File: src/hdl/pbt_pkg.sv
// ----------------------------------------------------------------------------
// pbt_pkg: shared types for the protected block table
// Opcodes, status codes, controller states and the command/status structs.
// ----------------------------------------------------------------------------
package pbt_pkg;

	typedef enum logic [1:0] {
		OP_INSERT = 2'd0,
		OP_QPROT  = 2'd1,
		OP_QMEMB  = 2'd2,
		OP_CLEAR  = 2'd3
	} op_t;

	typedef enum logic [1:0] {
		ST_OK   = 2'd0,
		ST_DUP  = 2'd1,
		ST_FULL = 2'd2
	} status_t;

	typedef enum logic [1:0] {
		S_IDLE,
		S_SCAN,
		S_FINISH
	} state_t;

	// controller -> datapath
	typedef struct packed {
		logic load;    // capture the request, restart the scan
		logic scan;    // walk the table one slot per cycle
		logic finish;  // update the table, load the result register
	} cmd_t;

	// datapath -> controller
	typedef struct packed {
		logic hit;       // the entry compared this cycle holds the key
		logic scan_end;  // every stored entry has been compared
	} sts_t;

endpackage

File: src/hdl/pbt_ctrl.sv
// ----------------------------------------------------------------------------
// pbt_ctrl: request sequencer
// Accepts a request, runs the table scan (clear skips it), then hands the result
// to the output register when it is free or being drained.
// ----------------------------------------------------------------------------
module pbt_ctrl (
	input  logic            clk,
	input  logic            arst_n,
	input  logic            in_valid,
	output logic            in_stall,
	input  logic [1:0]      opcode,
	output logic            out_valid,
	input  logic            out_stall,
	output pbt_pkg::cmd_t   cmd,
	input  pbt_pkg::sts_t   sts
);

	pbt_pkg::state_t state_q;
	pbt_pkg::state_t state_nxt;
	logic            out_valid_q;

	always_ff @(posedge clk or negedge arst_n) begin
		if (!arst_n) begin
			state_q <= pbt_pkg::S_IDLE;
		end else begin
			state_q <= state_nxt;
		end
	end

	always_comb begin
		state_nxt  = state_q;
		cmd        = '0;
		in_stall   = 1'b1;
		case (state_q)
			pbt_pkg::S_IDLE: begin
				in_stall = 1'b0;
				if (in_valid) begin
					cmd.load = 1'b1;
					// clear needs no lookup
					if (pbt_pkg::op_t'(opcode) == pbt_pkg::OP_CLEAR) begin
						state_nxt = pbt_pkg::S_FINISH;
					end else begin
						state_nxt = pbt_pkg::S_SCAN;
					end
				end
			end
			pbt_pkg::S_SCAN: begin
				cmd.scan = 1'b1;
				if (sts.hit || sts.scan_end) begin
					state_nxt = pbt_pkg::S_FINISH;
				end
			end
			pbt_pkg::S_FINISH: begin
				if (!out_valid_q || !out_stall) begin
					cmd.finish = 1'b1;
					state_nxt  = pbt_pkg::S_IDLE;
				end
			end
			default: begin
				state_nxt = pbt_pkg::S_IDLE;
			end
		endcase
	end

	always_ff @(posedge clk or negedge arst_n) begin
		if (!arst_n) begin
			out_valid_q <= 1'b0;
		end else if (cmd.finish) begin
			out_valid_q <= 1'b1;
		end else if (!out_stall) begin
			out_valid_q <= 1'b0;
		end
	end

	assign out_valid = out_valid_q;

endmodule

File: config.mk
export PLATFORM = sky130hd
export DESIGN_NAME = pbt_ctrl
export DESIGN_NICKNAME = d
export VERILOG_FILES = /design/src/hdl/pbt_pkg.sv /design/src/hdl/pbt_ctrl.sv
export SDC_FILE = /design/constraint.sdc
export NUM_CORES = 1
export LEC_CHECK = 0
export BUFFER_PORTS_ARGS = -buffer_cell sky130_fd_sc_hd__buf_4
export CAP_MARGIN = 20
export CORE_AREA = 3 3 40 42
export DETAILED_ROUTE_END_ITERATION = 12
export DIE_AREA = 0 0 43 45
export PLACE_DENSITY = 0.4
export SLEW_MARGIN = 10
export SYNTH_ARGS = -nofsm -noshare
export SYNTH_HDL_FRONTEND = slang
export SYNTH_SLANG_ARGS = --single-unit
File: constraint.sdc
create_clock -name clk -period 1.6 [get_ports clk]
set_input_delay 0.16 -clock clk [delete_from_list [all_inputs] [get_ports clk]]
set_output_delay 0.16 -clock clk [all_outputs]
set_load 0.1 [all_outputs]
---- Word-level counts from Yosys, hierarchy flattened ----
Index checks and enable logic that the tools add are counted.
storage, ports and cells
  word-level logic and storage cells ...... 28
  input bits .............................. 8
  flip-flop bits (word level) ............. 3
  output and inout port bits .............. 5
cells by class
  multiplexer cells ....................... 13
  reduce and logical (&&, ||, !) cells .... 6
  equal/unequal tests ..................... 7
operators with widths
  cell                                                                    number
  1-bit 2-to-1 mux                                                        8
  2-bit 2-to-1 mux                                                        4
  2-bit != test (second input constant)                                   3
  2-bit one-hot mux with 3 select lines                                   1
  2-bit equality test (second input constant)                             2
  3-bit AND reduction                                                     1
  2-bit by 1-bit equality test with 1-bit output (second input constant)  1
  1-bit zero test                                                         2
  2-bit zero test                                                         1
  1-bit logical OR                                                        2
  2-bit by 1-bit != test with 1-bit output (second input constant)        1

---- Logic depth before layout (Yosys ltp) ----
Gate-level depths: netlist of the first run.
  depth in word-level cells ............... 5
  gate-level depth with buffers ........... 3
  mapped depth without buffers ............ 3

---- Least setup slack after synthesis of the first run ----
No wires, ideal clock.
  kind .................................... register to output
  from .................................... register out_valid_q (netlist: out_valid)
  to ...................................... output port cmd[0] in the netlist's numbering
  data required time ...................... 1.440 ns
  stages on the path, launching flop included .. 2
  setup slack ............................. -0.921 ns
  path buffers ............................ 0
  arrival ................................. 2.361 ns
  cell sequence ........................... dfrtp_1 > a21oi_1
RTL lines
  what                      line            source
  start: declaration        pbt_ctrl.sv:20  logic out_valid_q;
  start signal: assignment  pbt_ctrl.sv:67  out_valid_q <= 1'b0;
  start signal: assignment  pbt_ctrl.sv:69  out_valid_q <= 1'b1;
  start signal: assignment  pbt_ctrl.sv:71  out_valid_q <= 1'b0;
  end: declaration          pbt_ctrl.sv:14  output pbt_pkg::cmd_t cmd,

==> results.json, run 1 <==
{
  "result_of_the_run": "complete, no violations",
  "clk_pin_slew_worst_paths_ns": 0.04,
  "number_of_nets_in_the_layout": 43,
  "netlist_instances": 17,
  "synth-seq-cells": 3,
  "achievable-frequency_ghz": 0.648,
  "cts_max_level": 1,
  "track_usage": 0.0558,
  "worst-endpoint-required_ns": 1.44,
  "numPortBuffers": 12,
  "antenna_violating_nets_post_route": 0,
  "drtPass1Iterations": 4,
  "slew_headroom": 0.814,
  "grt_pass1_vias": 183,
  "max-clock-path-buffers": 2,
  "grt_ovf": 0,
  "area_growth_syn_to_layout_pct": 98.4,
  "cts-buffers-inserted": 3,
  "crit_chain": "or3b_4, clkinv_2, buf_4",
  "grt_max_degree": 6,
  "clkLatencyLatePin_ns": 0.23,
  "critPathMaxFanout": 5,
  "fp.dieArea_sq_um": 1940,
  "fp.dieW_microns": 43,
  "clock_skew_ns": 0.00390,
  "final.min_clock_period_ns": 1.54,
  "tritoncts_clock_tree": "yes",
  "max_slew.worst_pin.slew_ns": 0.281,
  "ys.warnings.count": 0,
  "clock_sinks": 3,
  "yosys.cell_types.count": 12,
  "rsz0062_at_grt": "false",
  "postSynthNetCount": 25,
  "final_hold_viol_count": 0,
  "worst-r2r-cell-count": 2,
  "cp.buffers_inverters": 2,
  "initial_utilization": 0.125,
  "design.core.area_sq_um": 1280,
  "netlist_area_sq_um": 160,
  "place.gp.congestion": 0.638,
  "cap_viol_max_count": 0,
  "setup.worst_path.class": "flop to primary output",
  "hpwl_microns": 364,
  "first_pass_grt_wire_length_microns": 717,
  "wl_per_cell_microns": 8.84,
  "first_drt_iteration_drcs": 4,
  "finalSetupViolCount": 0,
  "min_period_over_period": 0.964,
  "ios": 13,
  "drc": 0,
  "holdPathStages": 3,
  "floorplan.die.height_microns": 45,
  "grt_antenna_before_repair": 0,
  "cp_slowest_cell": "or3b_4",
  "row_count": 13,
  "timing.critical_path.to_type": "primary output",
  "reg2reg_slack_ns": 0.55,
  "whs_ns": 0.171,
  "worstSetupPathDepth": 3,
  "dr_total_vias": 180,
  "crit_arrival_ns": 1.38,
  "crit_path_start_kind": "flop",
  "final_max_slew_viol_count": 0,
  "vias_per_cell": 3.67,
  "post_route_cells_drive_above_1_share": 0.559,
  "critPathMaxStageDelay_ns": 0.41,
  "timing.hold.worst.class": "input port to flop",
  "synth.yosys.seq_area_share": 0.469,
  "post_synth.cell_area_avg_sq_um": 9.42,
  "worst_path_dominant_cell_family": "simple AND/OR/NAND/NOR gates",
  "final.setup.tns_ns": 0,
  "clock_tree.root_cell": "clkbuf_4",
  "detail_route.wirelength_microns": 433,
  "cts_post_setup_buffers_inserted": 0,
  "diodes": 0
}
## routing by layer
layer  vias to the layer above  global-route usage  wire, microns
li1                         91                   -              -
met1                        72              0.0651            223
met2                        17              0.0629            141
met3                         0              0.0637             68
met4                         0              0.0181              0
met5                         -                   0              0
## cell usage in the layout, fill, tap and decap left out, types with 2 or more instances in the layout
cell type	count
buf_4	12
nand2_1	3
clkbuf_4	3
nand2b_1	2
dfrtp_1	2
## timing repair
item | 4_1_cts | 5_1_grt
hold buffers | 1 | 0
gates resized for setup | 0 | 0
hold endpoints to repair | 3 | 0
## cells in the mapped netlist, drive strengths merged
cell / n / area, sq um
nand4b: 1 / 8.76
dfrtp: 3 / 75.1
nand2b: 2 / 12.5
inv: 1 / 3.75
or3b: 1 / 11.3
or2: 1 / 6.26
clkinv: 1 / 5.00
a22o: 1 / 8.76
nor2: 1 / 3.75
nand2: 3 / 11.3
o221ai: 1 / 8.76
a21oi: 1 / 5.00
## kinds of logic (layout without fill, tap and decap cells)
logic type / count (synthesis) / after routing / share of synthesized area
simple gates: 9 / 9 / 0.336
buf+inv: 2 / 19 / 0.0546
compound gates: 3 / 3 / 0.141
flops: 3 / 3 / 0.469
## layout make-up
cell class / instances / area [sq um]
fillers: 142 / 967
repair buffers: 13 / 100
multi-input cells: 12 / 87.6
flip-flops and latches: 3 / 76.3
clock buffers: 4 / 26.3
well taps: 15 / 18.8
inverters: 2 / 8.76
## final timing paths
path,start,to
setup / recovery,state_q[0],cmd[2]
hold / removal,out_stall,out_valid
setup reg to reg,state_q[0],state_q[1]
hold reg to reg,out_valid,out_valid
max in group asynchronous,arst_n,out_valid
min in group asynchronous,arst_n,out_valid
## worst register-to-register path, stage by stage, from the launching register on
cell      delay [ns]
dfrtp_1         0.40
or3b_4          0.41
o221ai_1        0.15
## metrics by stage
step / worst slack (ns) / util / area [sq um] / instances
detailed placement: 0.293 / 0.219 / 282 / 44
global placement: 0.304 / 0.219 / 282 / 44
global route: 0.00727 / 0.247 / 318 / 49
CTS: 0.0464 / 0.247 / 318 / 49
floorplan: 0.135 / - / 173 / 17
finish: 0.0570 / 0.247 / 318 / 49
## state kept, by name, summed over array words and instances (netlist names)
name and cells:
state_q 2, out_valid 1
Power of run 1 is not shown: default switching activity piles up to over one toggle a cycle in this logic, so the estimate is an artifact.
==> run 2: changes to the inputs <==
- ABC_AREA: default -> 1
- PLACE_DENSITY: 0.4 -> 0.42
==> run 2 against run 1 <==
Against the previous run: flip-flop and latch count did not move; non-clock buffer count stayed put; first-iteration DRC count did not move; register-to-register slack better by 0.04 ns; setup slack improved by 0.077 ns; synthesized cell count is 76% higher; utilization is 2.6 points higher; via count up 26%; critical path depth grew 1; routed wire length rose by 9.2%; clock skew is 0.0032 ns lower; global-route usage increased by 1.4 points.
==> results.json, run 2 <==
{
  "synth_top_area_share": 0.395,
  "first_drt_iteration_drcs": 4,
  "post_layout_worst_setup_margin_ns": 0.134,
  "vias_per_cell": 3.66,
  "antenna_violating_nets_post_route": 0,
  "cts-buffers-inserted": 3,
  "area_growth_syn_to_layout_pct": 84.9,
  "design.core.area_sq_um": 1280,
  "stdcell_area_sq_um": 352,
  "initial_utilization": 0.148,
  "finalSetupViolCount": 0,
  "hpwl_microns": 389,
  "cap_viol_max_count": 0,
  "n_fill_cell": 150,
  "achievable-frequency_ghz": 0.682,
  "clk_pin_slew_worst_paths_ns": 0.04,
  "holdPathStages": 3,
  "synth_ff_type": "dfrtp_1",
  "fin_cells": 62,
  "wl_per_cell_microns": 7.63,
  "critPathMaxFanout": 3,
  "ios": 13,
  "grt_ovf": 0,
  "largest-register": "state_q",
  "synth.yosys.seq_area_share": 0.395,
  "min_period_over_period": 0.916,
  "postSynthNetCount": 38,
  "rsz0062_at_grt": "false",
  "post_route_cells_drive_above_1_share": 0.447,
  "synth_most_common_cell": "nand2_1",
  "netlist_instances": 30,
  "clkLatencyLatePin_ns": 0.23,
  "place.gp.congestion": 0.632,
  "row_count": 13,
  "whs_ns": 0.162,
  "crit_arrival_ns": 1.31,
  "max-clock-path-buffers": 2,
  "synth_enable_flop_cells": 0,
  "crit_path_start_kind": "flop",
  "result_of_the_run": "complete, no violations",
  "first_pass_grt_wire_length_microns": 959,
  "numPortBuffers": 12,
  "diodes": 0,
  "grt_max_degree": 5,
  "cts_max_level": 1,
  "post_synth.cell_area_avg_sq_um": 6.34,
  "detail_route.wirelength_microns": 473,
  "multi_input_gate_area_sq_um": 104,
  "final_hold_viol_count": 0,
  "clock_skew_ns": 0.000721,
  "yosys.cell_types.count": 9,
  "drtPass1Iterations": 4,
  "post_dp_cell_area_sq_um": 315,
  "place.detailed.instances": 57,
  "synth_common_cells": "12 x nand2_1, 5 x nor2_1, 3 x clkinv_1, 3 x dfrtp_1, 3 x inv_1",
  "netlist_area_sq_um": 190,
  "max_slew.worst_pin.slew_ns": 0.279,
  "number_of_nets_in_the_layout": 56,
  "clock_tree.root_cell": "clkbuf_4",
  "slew_headroom": 0.816,
  "grt_pass1_vias": 254,
  "worst-endpoint-required_ns": 1.44,
  "fp.dieW_microns": 43,
  "drc": 0,
  "timing.hold.worst.class": "input port to flop",
  "fp.dieArea_sq_um": 1940,
  "top_library_cells_by_usage_in_the_layout_fill_and_taps_aside": "12 x nand2_1, 12 x buf_4",
  "synth_top_area_cell": "dfrtp_1",
  "track_usage": 0.0699,
  "clock_sinks": 3,
  "worst-r2r-cell-count": 5,
  "tritoncts_clock_tree": "yes",
  "final.min_clock_period_ns": 1.47,
  "dr_total_vias": 227,
  "ys.warnings.count": 0,
  "largest_register_ffs": 2,
  "floorplan.die.height_microns": 45,
  "regArea_sq_um": 76.3,
  "synth-seq-cells": 3,
  "final_max_slew_viol_count": 0,
  "timing.critical_path.to_type": "primary output",
  "postSynth.asyncResetShare": 1.00,
  "grt_antenna_before_repair": 0,
  "preCtsSetupSlack_ns": 0.388,
  "yosys-top-cells-area": "dfrtp_1 39%, nand2_1 24%, nor2_1 9.9%, clkinv_1 5.9%, inv_1 5.9%",
  "setup.worst_path.class": "flop to primary output"
}
-- run 2: logic make-up (layout without fill, tap and decap cells) --
kind of cell | count (synthesis) | count (layout) | synth area share
AOI/OAI and AO/OA | 2 | 2 | 0.0987
buffers and inverters | 7 | 24 | 0.138
DFF | 3 | 3 | 0.395
and+or+nand+nor | 18 | 18 | 0.368
-- run 2: final cells by class --
class | count | area share
Multi-Input combinational cell | 20 | 0.295
Timing Repair Buffer | 13 | 0.285
Sequential cell | 3 | 0.217
Clock buffer | 4 | 0.0747
Inverter | 7 | 0.0747
Tap cell | 15 | 0.0534
-- run 2: per-stage QoR --
step | TNS [ns] | utilization
after floorplan | -0.215 | -
after global placement | 0 | 0.245
after detailed placement | 0 | 0.245
after CTS | 0 | 0.274
after global routing | 0 | 0.274
final | 0 | 0.274
-- run 2: layer usage --
layer	GRT usage	wire length (microns)	vias up
met5	0	0	-
met2	0.105	200	12
met3	0.0757	78	0
met1	0.0723	194	94
li1	-	-	121
met4	0	0	0
-- run 2: worst max-delay path, stage by stage (launching register included) --
cell and delay (ns):
dfrtp_1 0.39, nor2_1 0.20, inv_1 0.11, nor2_4 0.08, buf_4 0.28
-- run 2: path summary, 6_finish.rpt --
kind	start	end	slack, ns
min in group asynchronous	arst_n	state_q[1]	0.25
max reg2reg	out_valid	state_q[1]	0.59
min reg2reg	out_valid	out_valid	0.51
max	state_q[0]	cmd[2]	0.13
min	out_stall	out_valid	0.16
max in group asynchronous	arst_n	out_valid	1.24
-- run 2: what timing repair did --
item | in CTS | in global routing
hold buffers | 1 | 0
resized for setup | 0 | 0
hold endpoints to repair | 3 | 0
setup buffers | 0 | 0
Power of run 2 is left out for the same reason.
